**src/sv/dpc_pkg.sv**
```systemverilog
`default_nettype none

package dpc_pkg;

  localparam int KEY_BYTES   = 16;
  localparam int CFG_INDEX_W = 3;
  localparam int CFG_DATA_W  = 64;
  localparam int HALF_W      = 64;
  localparam int STAMP_W     = 32;
  localparam int DIGITS      = STAMP_W / 4;

  // byte n of a 16-byte block sits at bits 8n+7..8n
  typedef logic [KEY_BYTES-1:0][7:0] byte_vec_t;

  typedef enum logic [CFG_INDEX_W-1:0] {
    REG_VERIFY_LOW  = 3'd0,
    REG_VERIFY_HIGH = 3'd1,
    REG_DATE_STAMP  = 3'd2,
    REG_TIME_STAMP  = 3'd3
  } cfg_reg_t;

  // everything the datapath takes from the register file
  typedef struct packed {
    byte_vec_t target;  // needle xor verification bytes
  } cfg_view_t;

  localparam byte_vec_t BASE_KEY = {
    8'hba, 8'h3f, 8'h23, 8'h98, 8'h84, 8'he3, 8'h7e, 8'hd5,
    8'h44, 8'h4d, 8'h12, 8'h38, 8'h05, 8'h43, 8'h9e, 8'hab
  };

  // first pass runs under a fixed key, so its keystream is a constant
  function automatic byte_vec_t pass1_mask();
    byte_vec_t  k;
    byte_vec_t  m;
    logic [7:0] mix;
    logic [7:0] nb;
    k = BASE_KEY;
    m = '0;
    for (int n = 0; n < KEY_BYTES; n++) begin
      mix = 8'(32'(k[0]) * n);
      nb  = (n + 1 < KEY_BYTES) ? k[n+1] : k[0];
      m[n] = k[n] ^ mix;
      k[n] = k[n] + nb;
      if (k[n] == 8'd0) begin
        k[n] = 8'd1;
      end
    end
    return m;
  endfunction

  localparam byte_vec_t PASS1_MASK = pass1_mask();

  // lowercase ascii hex digit
  function automatic logic [7:0] hex_char(logic [3:0] v);
    logic [7:0] r;
    if (v < 4'd10) begin
      r = 8'h30 + {4'd0, v};
    end else begin
      r = 8'h57 + {4'd0, v};
    end
    return r;
  endfunction

endpackage

`default_nettype wire

```
**src/sv/document_password_check_core.sv**
```systemverilog
`default_nettype none

// channel   direction  handshake             payload
// in_       input      in_valid / in_ready   in_candidate_low, in_candidate_high
// out_      output     out_valid / out_ready out_match
// cfg_      input      cfg_valid / cfg_ready cfg_index, cfg_data
//
// one item per cycle sustained while out_ready stays high
// stages: key (first pass + key byte 0 update), mix (per-byte multiply
// and compare), output (and-reduce into the output register)
// synchronous active-low reset clears stage valids and the config registers
// a stall holds each stage; ready ripples back only through full stages
// cfg_ready is always high; the user must write registers only while idle (not enforced)

module document_password_check_core (
  input  wire logic                            clk,
  input  wire logic                            rst_n,
  input  wire logic                            in_valid,
  output logic                                 in_ready,
  input  wire logic [dpc_pkg::HALF_W-1:0]      in_candidate_low,
  input  wire logic [dpc_pkg::HALF_W-1:0]      in_candidate_high,
  output logic                                 out_valid,
  input  wire logic                            out_ready,
  output logic                                 out_match,
  input  wire logic                            cfg_valid,
  output logic                                 cfg_ready,
  input  wire logic [dpc_pkg::CFG_INDEX_W-1:0] cfg_index,
  input  wire logic [dpc_pkg::CFG_DATA_W-1:0]  cfg_data
);
  import dpc_pkg::*;

  cfg_view_t            cfg_view;
  logic                 s1_valid;
  logic                 s1_ready;
  byte_vec_t            s1_diff;
  logic [7:0]           s1_step;
  logic                 s2_valid;
  logic                 s2_ready;
  logic [KEY_BYTES-1:0] s2_eq;
  logic                 out_valid_r;
  logic                 out_match_r;

  assign cfg_ready = 1'b1;

  // verification bytes and needle, folded into one target per byte
  dpc_cfg u_cfg (
    .clk      (clk),
    .rst_n    (rst_n),
    .wr_en    (cfg_valid && cfg_ready),
    .wr_index (cfg_index),
    .wr_data  (cfg_data),
    .cfg_view (cfg_view)
  );

  // stage 1: working key, updated key byte 0, byte differences
  dpc_key_stage u_key (
    .clk       (clk),
    .rst_n     (rst_n),
    .in_valid  (in_valid),
    .in_ready  (in_ready),
    .cand_low  (in_candidate_low),
    .cand_high (in_candidate_high),
    .cfg_view  (cfg_view),
    .dn_valid  (s1_valid),
    .dn_ready  (s1_ready),
    .dn_diff   (s1_diff),
    .dn_step   (s1_step)
  );

  // stage 2: second-pass keystream mix and per-byte compare
  dpc_mix_stage u_mix (
    .clk      (clk),
    .rst_n    (rst_n),
    .up_valid (s1_valid),
    .up_ready (s1_ready),
    .up_diff  (s1_diff),
    .up_step  (s1_step),
    .dn_valid (s2_valid),
    .dn_ready (s2_ready),
    .dn_eq    (s2_eq)
  );

  // stage 3: output register, all sixteen bytes must agree
  assign s2_ready = !out_valid_r || out_ready;

  always_ff @(posedge clk) begin
    if (!rst_n) begin
      out_valid_r <= 1'b0;
    end else if (s2_ready) begin
      out_valid_r <= s2_valid;
    end
  end

  always_ff @(posedge clk) begin
    if (s2_ready && s2_valid) begin
      out_match_r <= &s2_eq;
    end
  end

  assign out_valid = out_valid_r;
  assign out_match = out_match_r;

  // an accepted item reaches out_valid when the sink does not stall
  a_latency: assert property (@(posedge clk) disable iff (!rst_n)
    (in_valid && in_ready) ##1 out_ready ##1 out_ready |=> out_valid)
    else $error("item lost in pipeline");

  // a free-running sink never backs up the input
  a_no_backpressure: assert property (@(posedge clk) disable iff (!rst_n)
    out_ready |-> in_ready)
    else $error("input stalled with sink ready");

  // nothing leaves right after reset
  a_reset_empty: assert property (@(posedge clk)
    !rst_n |=> !out_valid && !s1_valid && !s2_valid)
    else $error("pipeline not empty after reset");

endmodule

`default_nettype wire

```
**src/sv/dpc_cfg.sv**
```systemverilog
`default_nettype none

module dpc_cfg (
  input  wire logic                           clk,
  input  wire logic                           rst_n,
  input  wire logic                           wr_en,
  input  wire logic [dpc_pkg::CFG_INDEX_W-1:0] wr_index,
  input  wire logic [dpc_pkg::CFG_DATA_W-1:0]  wr_data,
  output dpc_pkg::cfg_view_t                  cfg_view
);
  import dpc_pkg::*;

  logic [HALF_W-1:0]  verify_low_r;
  logic [HALF_W-1:0]  verify_high_r;
  logic [STAMP_W-1:0] date_stamp_r;
  logic [STAMP_W-1:0] time_stamp_r;
  byte_vec_t          needle;
  byte_vec_t          verify;

  always_ff @(posedge clk) begin
    if (!rst_n) begin
      verify_low_r  <= '0;
      verify_high_r <= '0;
      date_stamp_r  <= '0;
      time_stamp_r  <= '0;
    end else if (wr_en) begin
      unique case (cfg_reg_t'(wr_index))
        REG_VERIFY_LOW:  verify_low_r  <= wr_data;
        REG_VERIFY_HIGH: verify_high_r <= wr_data;
        REG_DATE_STAMP:  date_stamp_r  <= wr_data[STAMP_W-1:0];
        REG_TIME_STAMP:  time_stamp_r  <= wr_data[STAMP_W-1:0];
        default: ;
      endcase
    end
  end

  // needle: date then time, most significant digit first
  always_comb begin
    for (int i = 0; i < DIGITS; i++) begin
      needle[i]          = hex_char(date_stamp_r[STAMP_W-1-4*i -: 4]);
      needle[DIGITS + i] = hex_char(time_stamp_r[STAMP_W-1-4*i -: 4]);
    end
  end

  assign verify          = {verify_high_r, verify_low_r};
  assign cfg_view.target = needle ^ verify;

endmodule

`default_nettype wire

```
**src/sv/dpc_key_stage.sv**
```systemverilog
`default_nettype none

module dpc_key_stage (
  input  wire logic                       clk,
  input  wire logic                       rst_n,
  input  wire logic                       in_valid,
  output logic                            in_ready,
  input  wire logic [dpc_pkg::HALF_W-1:0] cand_low,
  input  wire logic [dpc_pkg::HALF_W-1:0] cand_high,
  input  wire dpc_pkg::cfg_view_t         cfg_view,
  output logic                            dn_valid,
  input  wire logic                       dn_ready,
  output dpc_pkg::byte_vec_t              dn_diff,
  output logic [7:0]                      dn_step
);
  import dpc_pkg::*;

  logic       valid_r;
  byte_vec_t  diff_r;
  byte_vec_t  diff_nxt;
  logic [7:0] step_r;
  logic [7:0] step_nxt;
  byte_vec_t  work_key;
  logic [7:0] sum01;

  // working key is the first-pass output
  assign work_key = {cand_high, cand_low} ^ PASS1_MASK;
  // key byte 0 after its first update, zero forced to one
  assign sum01    = work_key[0] + work_key[1];
  assign step_nxt = (sum01 == 8'd0) ? 8'd1 : sum01;
  assign diff_nxt = work_key ^ cfg_view.target;

  assign in_ready = !valid_r || dn_ready;

  always_ff @(posedge clk) begin
    if (!rst_n) begin
      valid_r <= 1'b0;
    end else if (in_ready) begin
      valid_r <= in_valid;
    end
  end

  always_ff @(posedge clk) begin
    if (in_ready && in_valid) begin
      diff_r <= diff_nxt;
      step_r <= step_nxt;
    end
  end

  assign dn_valid = valid_r;
  assign dn_diff  = diff_r;
  assign dn_step  = step_r;

endmodule

`default_nettype wire

```
**src/sv/dpc_mix_stage.sv**
```systemverilog
`default_nettype none

module dpc_mix_stage (
  input  wire logic                          clk,
  input  wire logic                          rst_n,
  input  wire logic                          up_valid,
  output logic                               up_ready,
  input  wire dpc_pkg::byte_vec_t            up_diff,
  input  wire logic [7:0]                    up_step,
  output logic                               dn_valid,
  input  wire logic                          dn_ready,
  output logic [dpc_pkg::KEY_BYTES-1:0]      dn_eq
);
  import dpc_pkg::*;

  logic                 valid_r;
  logic [KEY_BYTES-1:0] eq_r;
  logic [KEY_BYTES-1:0] eq_nxt;
  byte_vec_t            mix;

  // position n mixes in low8(key0 * n); constant n, so shift and add
  always_comb begin
    for (int n = 0; n < KEY_BYTES; n++) begin
      mix[n]    = up_step * 8'(n);
      eq_nxt[n] = (up_diff[n] == mix[n]);
    end
  end

  assign up_ready = !valid_r || dn_ready;

  always_ff @(posedge clk) begin
    if (!rst_n) begin
      valid_r <= 1'b0;
    end else if (up_ready) begin
      valid_r <= up_valid;
    end
  end

  always_ff @(posedge clk) begin
    if (up_ready && up_valid) begin
      eq_r <= eq_nxt;
    end
  end

  assign dn_valid = valid_r;
  assign dn_eq    = eq_r;

endmodule

`default_nettype wire
```
**config.mk**
```make
export PLATFORM = sky130hd
export DESIGN_NAME = document_password_check_core
export DESIGN_NICKNAME = d
export VERILOG_FILES = /design/src/sv/dpc_pkg.sv /design/src/sv/document_password_check_core.sv /design/src/sv/dpc_cfg.sv /design/src/sv/dpc_key_stage.sv /design/src/sv/dpc_mix_stage.sv
export SDC_FILE = /design/constraint.sdc
export NUM_CORES = 1
export LEC_CHECK = 0
export BUFFER_PORTS_ARGS = -buffer_cell sky130_fd_sc_hd__buf_2
export CORE_UTILIZATION = 45
export CTS_BUF_LIST = sky130_fd_sc_hd__clkbuf_8 sky130_fd_sc_hd__clkbuf_16
export DETAILED_ROUTE_END_ITERATION = 12
export GPL_TIMING_DRIVEN = 0
export SETUP_SLACK_MARGIN = 0.4
export SLEW_MARGIN = 40
export SYNTH_ARGS = -nofsm -noshare
export SYNTH_HDL_FRONTEND = slang
export SYNTH_SLANG_ARGS = --single-unit
```
**constraint.sdc**
```tcl
create_clock -name clk -period 12.9 [get_ports clk]
set_input_delay 2.58 -clock clk [delete_from_list [all_inputs] [get_ports clk]]
set_output_delay 2.58 -clock clk [all_outputs]
set_load 0.02 [all_outputs]
```
==> metrics, run 1 <==
share of cells above drive strength 1 13.3%; DP HPWL 41200 um; status finished, final reports clean; # hold bufs at CTS 0; sequential-to-total area share from yosys stat 46.4%; Final min period 6.10 ns; vias in the first global route 13600; critical path cell sequence buf_2 -> nor2b_1 -> nand3_1 -> buf_2; CTS buffer count 40; fin. max-slew vios 0; critical setup path kind in2out; final hold viol count 0; row count 73; Routability Congestion 0.866; Area growth syn-to-layout 17.1%; synth unique cells 48; fin cells 2683; fin crit share 47.3%; antenna violations before repair 0; Worst setup EP type output port; Sink Count 348; Slew headroom 40.7%; Post-synth EDFFs 153; Mapped Cells 1873; Yosys reg bits 348; Final WS setup 6.80 ns; clock root buffer clkbuf_16; DP Worst Slack 6.79 ns; Vias/cell 5.11; clock slew at reported path FFs 0.05 ns; peak supply drop 0.0917 mV; I/O pins 204; Port-buffer cells 200; Initial Utilization 45.9%; CP max-delay cell nor2b_1; Post-synth ARST share 0%; leak pwr 7.91 nW; Avg Cell Area, Syn 9.79 sq um; Final ANT Viol Nets 0; Syn Nets 2163; DR vias 13700; crit-path max cell delay 0.48 ns; Max FO, Critical Path 6; Initial DRT Pass Iterations 5; Worst path most repeated cell buf_2; nets 2416; CTS HTree Levels 2; Post-CTS Setup Inserts 0; Layout Skew 0.0136 ns; Die Ht 204 um; final wirelength 53700 um; Finished Cell Area 0.0215 sq mm; Resized cells post-CTS 0; max_cap viols 0; DRC viols 0; fmax 164 MHz; final setup violation count 0; clock buffer depth 3; Syn. warnings 0; fill cell count 3622; most common cell after layout, fill and taps aside nand2_1; top-area cell type share of the netlist area 25.1%; die width 204 um; Pwr Density 146 mW/mm^2; total track usage 26.3%; total power 3.15 mW; Routed WL per cell 20.0 um; total grt overflow 0; die area 0.0415 sq mm; Req. time, crit path 10.32 ns; largest cells by area after synthesis edfxtp_1 25%, dfxtp_1 21%, xnor2_1 13%, nand2_1 8.9%, a21boi_0 7.3%; Core Area 0.0399 sq mm; most frequent cells in the layout 434 x nand2_1, 270 x xnor2_1, 203 x buf_2; first-pass GRT wire length 79800 um; pin count of the biggest net entering global routing 19; CTS tree done; actual slew at the worst max-slew pin 0.887 ns; RSZ-0062 raised after global routing no; min-delay worst type reg2reg; Clk Latency, worst-skew pair 0.56 ns; Cell Area, Placed 0.0202 sq mm; crit start category primary input; critical path arrival 3.52 ns; Synth Flop Type dfxtp_1; Setup TNS 0 ns; Synth area leader edfxtp_1; DRT iter0 DRCs 928; Mapped Area 0.0183 sq mm; # placed instances 2608
==> area by class of cell <==
type,count,area (sq um),area share (%)
antenna,1,2.50,0.0117
buffer,72,283,1.32
clock buffer,50,1160,5.41
clock inverter,23,100,0.466
inverter,76,285,1.33
multi-input combinational,1377,9310,43.4
sequential,348,8500,39.6
tap,525,657,3.06
timing repair buffer,211,1170,5.47
==> power breakdown <==
part	leakage, nW	internal [mW]	switching [mW]
sequential	3.09	1.21	0.0435
clock	0.677	0.632	0.451
combinational	4.14	0.367	0.445
==> Yosys cell counts (2+ instances only) <==
library cell	n
a31oi_1	3
fa_1	23
nand4_1	12
and3_1	3
nor2_1	44
or4_1	3
nor4_1	15
a21boi_1	15
or3_1	2
a21oi_1	69
nand2_1	435
xor2_1	121
nor3_1	26
ha_1	67
a21boi_0	179
clkbuf_1	63
o21ai_0	35
a31o_2	2
a21o_1	9
inv_1	76
and2_1	4
xnor2_1	270
nand2b_1	6
edfxtp_1	153
nor2b_1	5
buf_2	3
nand3_1	11
dfxtp_1	195
buf_1	5
==> cells by family after synthesis <==
group / count (synthesis) / share of synthesized area (%)
buffers and inverters: 148 / 3.07
adders and majority gates: 90 / 7.08
and+or+nand+nor: 570 / 12.7
DFF: 348 / 46.4
other: 1 / 0.0205
AOI/OAI and AO/OA: 325 / 12.0
xor gates and xnor gates: 391 / 18.7
==> path summary, 6_finish.rpt <==
check	endpoint	slack [ns]	depth (start not counted)	from
max	in_ready	6.80	4	out_ready
min	u_cfg.date_stamp_r[8]	0.46	2	u_cfg.date_stamp_r[8]
max reg2reg	u_mix.dn_eq[15]	9.14	9	u_key.dn_step[2]
min reg2reg	u_cfg.date_stamp_r[8]	0.46	2	u_cfg.date_stamp_r[8]
==> state kept, by name, summed over array words and instances, names as in the netlist <==
signal	count
u_key.dn_valid	1
u_mix.dn_eq	16
u_cfg.time_stamp_r	32
u_cfg.verify_low_r	64
u_cfg.verify_high_r	64
u_key.dn_step	8
out_match	1
out_valid	1
u_cfg.date_stamp_r	32
u_mix.dn_valid	1
u_key.dn_diff	128
==> through the flow <==
| stage | util, % | hold slack [ns] |
|---|---|---|
| final | 53.8 | 0.463 |
| after global routing | 53.8 | 0.489 |
| after CTS | 53.8 | 0.465 |
| after detailed placement | 50.6 | 0.457 |
| after global placement | 50.1 | 0.455 |
| after floorplan | - | 0.443 |
==> metal layers <==
layer / global-route usage, % / part of all wire (%) / up-vias / routed length [um]
met2: 43.5 / 47 / 418 / 25300
met3: 4.21 / 6.3 / 101 / 3380
met4: 10.4 / 3.5 / 0 / 1890
met1: 34.2 / 43 / 6477 / 23200
met5: 0 / 0 / - / 0
li1: - / - / 6725 / -
==> worst max-delay path: cells and delay by family <==
family	cells	cell delay [ns]
and+or+nand+nor	2	0.65
buffers and inverters	2	0.29
Note: power is estimated with default switching activity, not from simulation.
==> inputs of run 2 (changes only) <==
--- a/config.mk
+++ b/config.mk
@@ -10,6 +10,7 @@
 export CTS_BUF_LIST = sky130_fd_sc_hd__clkbuf_8 sky130_fd_sc_hd__clkbuf_16
 export DETAILED_ROUTE_END_ITERATION = 12
 export GPL_TIMING_DRIVEN = 0
+export PLACE_DENSITY = 0.66
 export SETUP_SLACK_MARGIN = 0.4
 export SLEW_MARGIN = 40
 export SYNTH_ARGS = -nofsm -noshare
==> constraint.sdc (replaced) <==
create_clock -name clk -period 5 [get_ports clk]
set_input_delay 1 -clock clk [delete_from_list [all_inputs] [get_ports clk]]
set_output_delay 1 -clock clk [all_outputs]
set_load 0.02 [all_outputs]
==> metrics, run 2 (same netlist as run 1, synthesis figures left out) <==
Worst R2R Start u_key.dn_step[2]; Setup TNS 0 ns (unchanged); total grt overflow 0 (unchanged); RSZ-0062 raised after global routing no; total track usage 25.4% (-0.84 points); row count 73 (unchanged); crit-path max cell delay 0.82 ns (+0.34 ns); DRT iter0 DRCs 981 (+5.7%); critical path buffer and inverter count 0 (-2); final wirelength 52700 um (-1.9%); CP top delay family adder cells; Core Area 0.0399 sq mm (unchanged); share of cells above drive strength 1 13.6% (+0.31 points); final hold viol count 0 (unchanged); fmax 263 MHz; Layout Skew 0.0314 ns (+0.0178 ns); max_cap viols 0 (unchanged); min-delay worst type reg2reg; Antenna Cells 0 (-1); antenna violations before repair 1 (+1); I/O pins 204 (unchanged); die area 0.0415 sq mm (unchanged); pin count of the biggest net entering global routing 18 (-1); most frequent cells in the layout 435 x nand2_1, 270 x xnor2_1, 203 x buf_2; hold path cells 2 (unchanged); DP HPWL 40800 um (-0.97%); CTS HTree Levels 2 (unchanged); hold path endpoint u_cfg.verify_low_r[52]; Slew headroom 44.5% (+3.8 points); HP Start u_cfg.verify_low_r[52]; Pwr Density 386 mW/mm^2 (+160%); clock buffer depth 3 (unchanged); Routed WL per cell 19.6 um (-2.0%); CTS tree done; Resized cells post-CTS 0 (unchanged); final setup violation count 0 (unchanged); Final ANT Viol Nets 0 (unchanged); critical setup path kind reg2reg; R2R depth 9 (unchanged); Vias/cell 5.22 (+2.1%); fin. max-slew vios 0 (unchanged); peak supply drop 0.258 mV (+180%); nets 2418 (+0.083%); DRC viols 0 (unchanged); actual slew at the worst max-slew pin 0.833 ns (-0.0535 ns); fin crit share 76.2%; # hold bufs at CTS 0 (unchanged); R2R Path End u_mix.dn_eq[15]; Post-CTS Setup Inserts 0 (unchanged); Reg2Reg Setup Slack 1.19 ns (-7.95 ns); Routability Congestion 0.904 (+4.4%); Worst path most repeated cell ha_1; vias in the first global route 13600 (-0.42%); DR vias 14000 (+2.2%); clock root buffer clkbuf_16; first-pass GRT wire length 77800 um (-2.5%); CTS buffer count 40 (unchanged); Largest register FFs 128 (unchanged); Req. time, crit path 5.37 ns (-4.95 ns); Cell Area, Placed 0.0202 sq mm (+0.14%); Sink Count 348 (unchanged); Final min period 3.81 ns; Worst setup EP type flop; clock slew at reported path FFs 0.06 ns (about the same); most common cell after layout, fill and taps aside nand2_1; die width 204 um (unchanged); Finished Cell Area 0.0216 sq mm (+0.77%); Initial DRT Pass Iterations 7 (+2); Initial Utilization 45.9% (unchanged); Die Ht 204 um (unchanged); Clk Latency, worst-skew pair 0.56 ns (about the same); critical path cell sequence fa_1 -> xor2_1 -> ha_1 -> ha_1 -> a31o_2 -> a21oi_1 -> o21ai_0 -> xnor2_1 -> nor3_1; critical path arrival 4.18 ns (+0.66 ns); Area growth syn-to-layout 18.0%; CP max-delay cell edfxtp_1; Port-buffer cells 200 (unchanged); crit start category flop; leak pwr 7.97 nW (+0.82%); status finished, final reports clean; Max FO, Critical Path 10 (+4)
-- run 2: cell count changes in the layout (fill, tap and decap cells not counted), sizes merged, moves of 2 or more --
cell | previous run | this run
clkinv | 7 | 9
buf | 220 | 222
bufinv | 0 | 3
inv | 92 | 88
-- run 2: worst max path at each step --
stage                                 from                 to  slack [ns]  cells after the start
after CTS                 u_key.dn_step[2]    u_mix.dn_eq[15]        1.17                      9
final                     u_key.dn_step[2]    u_mix.dn_eq[15]        1.19                      9
after global routing      u_key.dn_step[2]    u_mix.dn_eq[15]        1.03                      9
after global placement           out_ready  u_key.dn_diff[21]       -0.12                      3
after floorplan                  out_ready   u_key.dn_diff[0]        1.08                      2
after detailed placement  u_key.dn_step[2]    u_mix.dn_eq[15]        1.20                      9
-- run 2: layout make-up --
class                           count  area, sq um
Fill cell                        3551        18300
Multi-Input combinational cell   1377         9320
Sequential cell                   348         8500
Timing Repair Buffer              213         1210
Clock buffer                       49         1190
Tap cell                          525          657
Inverter                           76          285
Buffer                             72          282
Clock inverter                     25          199
-- run 2: per-stage QoR --
stage	util (%)	cells	hold WS [ns]	worst slack, ns	power, mW
2_1_floorplan	-	1873	0.443	1.08	4.77
3_3_place_gp	50.1	2598	0.453	-0.123	5.28
3_5_place_dp	50.7	2609	0.457	1.20	5.34
4_1_cts	54.2	2683	0.465	1.17	8.37
5_1_grt	54.2	2685	0.486	1.03	8.70
6_report	54.2	2685	0.462	1.19	8.35
-- run 2: worst reg2reg max path, stage by stage (launching register included) --
cell      delay (ns)
edfxtp_1        0.82
fa_1            0.61
xor2_1          0.52
ha_1            0.37
ha_1            0.28
a31o_2          0.24
a21oi_1         0.21
o21ai_0         0.16
xnor2_1         0.16
nor3_1          0.26
-- run 2: power by group --
part / total, mW / switching, mW / leakage (nW) / internal, mW
sequential: 3.22 / 0.111 / 3.09 / 3.11
clock: 3.04 / 1.19 / 0.728 / 1.85
combinational: 2.08 / 1.13 / 4.15 / 0.952
total: 8.35 / 2.43 / 7.97 / 5.91
-- run 2: routing by layer --
layer / GRT usage (%) / wire [um]
met4: 8.75 / 1650
met3: 3.51 / 3060
met1: 33.1 / 22700
met5: 0 / 13
met2: 43.1 / 25300
==> inputs of run 3 (changes only) <==
--- a/config.mk
+++ b/config.mk
@@ -5,12 +5,12 @@
 export SDC_FILE = /design/constraint.sdc
 export NUM_CORES = 1
 export LEC_CHECK = 0
+export ABC_AREA = 1
 export BUFFER_PORTS_ARGS = -buffer_cell sky130_fd_sc_hd__buf_2
 export CORE_UTILIZATION = 45
 export CTS_BUF_LIST = sky130_fd_sc_hd__clkbuf_8 sky130_fd_sc_hd__clkbuf_16
 export DETAILED_ROUTE_END_ITERATION = 12
 export GPL_TIMING_DRIVEN = 0
-export PLACE_DENSITY = 0.66
 export SETUP_SLACK_MARGIN = 0.4
 export SLEW_MARGIN = 40
 export SYNTH_ARGS = -nofsm -noshare
==> constraint.sdc (replaced) <==
create_clock -name clk -period 3.65 [get_ports clk]
set_input_delay 0.73 -clock clk [delete_from_list [all_inputs] [get_ports clk]]
set_output_delay 0.73 -clock clk [all_outputs]
set_load 0.02 [all_outputs]
==> metrics, run 3 <==
Pwr Density 511 mW/mm^2 (+33%); DRT iter0 DRCs 1024 (+4.4%); Clk Latency, worst-skew pair 0.57 ns (about the same); largest family of logic cells by synthesized area XOR/XNOR gates; clock root buffer clkbuf_16; critical setup path kind reg2reg; DP HPWL 42100 um (+3.2%); most frequent cells in the layout 284 x inv_1, 236 x nor2_1, 222 x buf_2; fin crit share 84.6% (+8.5 points); Sink Count 348 (unchanged); Initial DRT Pass Iterations 5 (-2); register share of total power 39.6% (+1.0 points); peak supply drop 0.305 mV (+18%); Port-buffer cells 201 (+0.50%); critical path arrival 3.40 ns (-0.78 ns); actual slew at the worst max-slew pin 0.830 ns (-0.00292 ns); Setup TNS 0 ns (unchanged); CTS buffer count 40 (unchanged); final setup violation count 0 (unchanged); Final min period 3.09 ns (-0.718 ns); Slew headroom 44.6% (+0.19 points); compound-cell area share of the yosys netlist 10.6% (-1.4 points); sw power 3.34 mW (+37%); die area 0.0420 sq mm (+1.0%); Final ANT Viol Nets 0 (unchanged); max_cap viols 0 (unchanged); simple-gate share of the synthesized area 11.9% (-0.82 points); leak pwr 9.35 nW (+17%); sequential-to-total area share from yosys stat 45.9% (-0.47 points); top-area cell type share of the netlist area 24.8% (-0.26 points); Yosys reg bits 348 (unchanged); row count 73 (unchanged); Clock power frac 36.6% (+0.2 points); power share of the combinational group 23.7% (-1.2 points); pin count of the biggest net entering global routing 28 (+10); Synth Flop Type dfxtp_1; RSZ-0062 raised after global routing yes; share of cells above drive strength 1 15.2% (+1.6 points); Largest register FFs 128 (unchanged); Area growth syn-to-layout 18.8%; Initial Utilization 46.1% (+0.16 points); fin. max-slew vios 0 (unchanged); Post-synth ARST share 0% (unchanged); clock buffer depth 3 (unchanged); largest cells by area after synthesis edfxtp_1 25%, dfxtp_1 21%, xnor2_1 9.4%, xor2_1 7.2%, inv_1 5.6%; CTS tree done; Core Area 0.0402 sq mm (+0.69%); synth unique cells 40 (-17%); Syn Nets 2354 (+8.8%); most common cell after layout, fill and taps aside inv_1; Synth area leader edfxtp_1; Net Sw Frac 29.7% (+0.50 points); vias in the first global route 14200 (+4.8%); final wirelength 54700 um (+3.8%); clock slew at reported path FFs 0.06 ns (about the same); DR vias 14600 (+4.0%); most frequent cells after synthesis 278 x inv_1, 238 x nor2_1, 203 x nand2_1, 199 x o21ai_0, 199 x xnor2_1; Routability Congestion 0.889 (-1.7%); Die Ht 205 um (+0.51%); Pint 7.91 mW (+34%); nets 2626 (+8.6%); Layout Skew 0.0215 ns (-0.00992 ns); total track usage 26.3% (+0.89 points); min-delay worst type in2reg; Syn. warnings 0 (unchanged); Vias/cell 5.04 (-3.5%); antenna violations before repair 0 (-1); I/O pins 204 (unchanged); post-synthesis mux area share 0% (unchanged); status finished, final reports clean; Synth Area in Adders 7.01% (-0.072 points); Avg Cell Area, Syn 8.97 sq um (-8.3%); Routed WL per cell 18.9 um (-3.7%); Mapped Area 0.0185 sq mm (+1.0%); DRC viols 0 (unchanged); total power 11.2 mW (+35%); die width 205 um (+0.51%); Max FO, Critical Path 5 (-5); crit start category flop; Mapped Cells 2064 (+10%); final hold viol count 0 (unchanged); total grt overflow 0 (unchanged); first-pass GRT wire length 81400 um (+4.5%); CTS HTree Levels 2 (unchanged); Req. time, crit path 3.96 ns (-1.41 ns); post-synthesis xor/xnor area fraction 16.8% (-1.9 points); Post-synth EDFFs 153 (unchanged); count leader, synth inv_1; Worst setup EP type flop; fmax 324 MHz (+23%)
[run 3: cell types whose count changed after synthesis, sizes merged, moves of 36 or more]
| cell | change |
|---|---|
| a21oi | +67 |
| nand2 | -231 |
| nor2 | +195 |
| nand3 | +36 |
| xnor2 | -71 |
| inv | +208 |
| o21ai | +200 |
| a21boi | -194 |
[run 3: power groups by stage]
stage / clock network [mW] / logic [mW] / registers, mW
2_1_floorplan: 0 / 1.82 / 4.52
3_3_place_gp: 0 / 2.45 / 4.59
3_5_place_dp: 0 / 2.55 / 4.56
4_1_cts: 4.19 / 2.60 / 4.47
5_1_grt: 4.35 / 3.00 / 4.48
6_report: 4.12 / 2.67 / 4.46
[run 3: final timing paths]
| check | slack [ns] | depth (start not counted) | startpoint | to |
|---|---|---|---|---|
| setup / recovery | 0.56 | 17 | u_key.dn_step[1] | u_mix.dn_eq[13] |
| hold reg to reg | 0.46 | 2 | u_cfg.verify_low_r[28] | u_cfg.verify_low_r[28] |
| setup reg to reg | 0.56 | 17 | u_key.dn_step[1] | u_mix.dn_eq[13] |
| hold / removal | 0.42 | 3 | cfg_data[59] | u_cfg.verify_high_r[59] |
[run 3: layout make-up]
type	count	area, sq um
antenna	1	2.50
buffer	65	364
clock buffer	55	1290
clock inverter	19	100
fill	3716	18200
inverter	285	1090
multi-input combinational	1366	8650
sequential	348	8500
tap	525	657
timing repair buffer	230	1340
[run 3: logic make-up (layout without fill, tap and decap cells)]
group,Yosys count,count (layout)
AO/OA/AOI/OAI,386,386
XOR/XNOR,353,353
adder cells (fa/ha/maj),90,90
buffers and inverters,350,654
flip-flops,348,348
other,1,2
AND/OR/NAND/NOR,536,536
[run 3: per-stage QoR]
stage / area (sq um) / utilization (%) / std cells / hold slack, ns / setup WS, ns
floorplan: 18600 / - / 2064 / 0.436 / 0.135
global placement: 20200 / 50.3 / 2790 / 0.444 / -1.17
detailed placement: 20400 / 50.8 / 2800 / 0.449 / 0.0663
CTS: 21900 / 54.4 / 2883 / 0.388 / 0.368
global route: 22000 / 54.7 / 2893 / 0.410 / 0.378
finish: 22000 / 54.7 / 2894 / 0.417 / 0.560
[run 3: repair_timing]
item                                    CTS  global route
endpoints found under the hold margin     0             0
hold buffers                              0             0
pin swaps                                 0             1
endpoints found under the setup margin    2             2
setup buffers                             9            10
gates resized for setup                   1             9
[run 3: per-layer routing]
metal | share of wire, % | vias to the layer above | global-route usage, %
met2 | 47 | 408 | 44.0
li1 | - | 7188 | -
met4 | 3.3 | 0 | 9.81
met3 | 5.2 | 83 | 2.97
met5 | 0 | - | 0
met1 | 44 | 6900 | 34.9
[run 3: worst max-delay path, stage by stage (launching register included)]
cell and delay, ns:
edfxtp_1 0.50, buf_4 0.21, ha_1 0.36, inv_1 0.07
nand2_1 0.10, nand2_4 0.11, inv_1 0.05, ha_1 0.29
inv_1 0.07, fa_1 0.46, inv_1 0.07, a21oi_1 0.06
o21bai_1 0.17, inv_1 0.06, nand2_1 0.08, nand3b_1 0.07
nand2_1 0.06, nor2_1 0.04
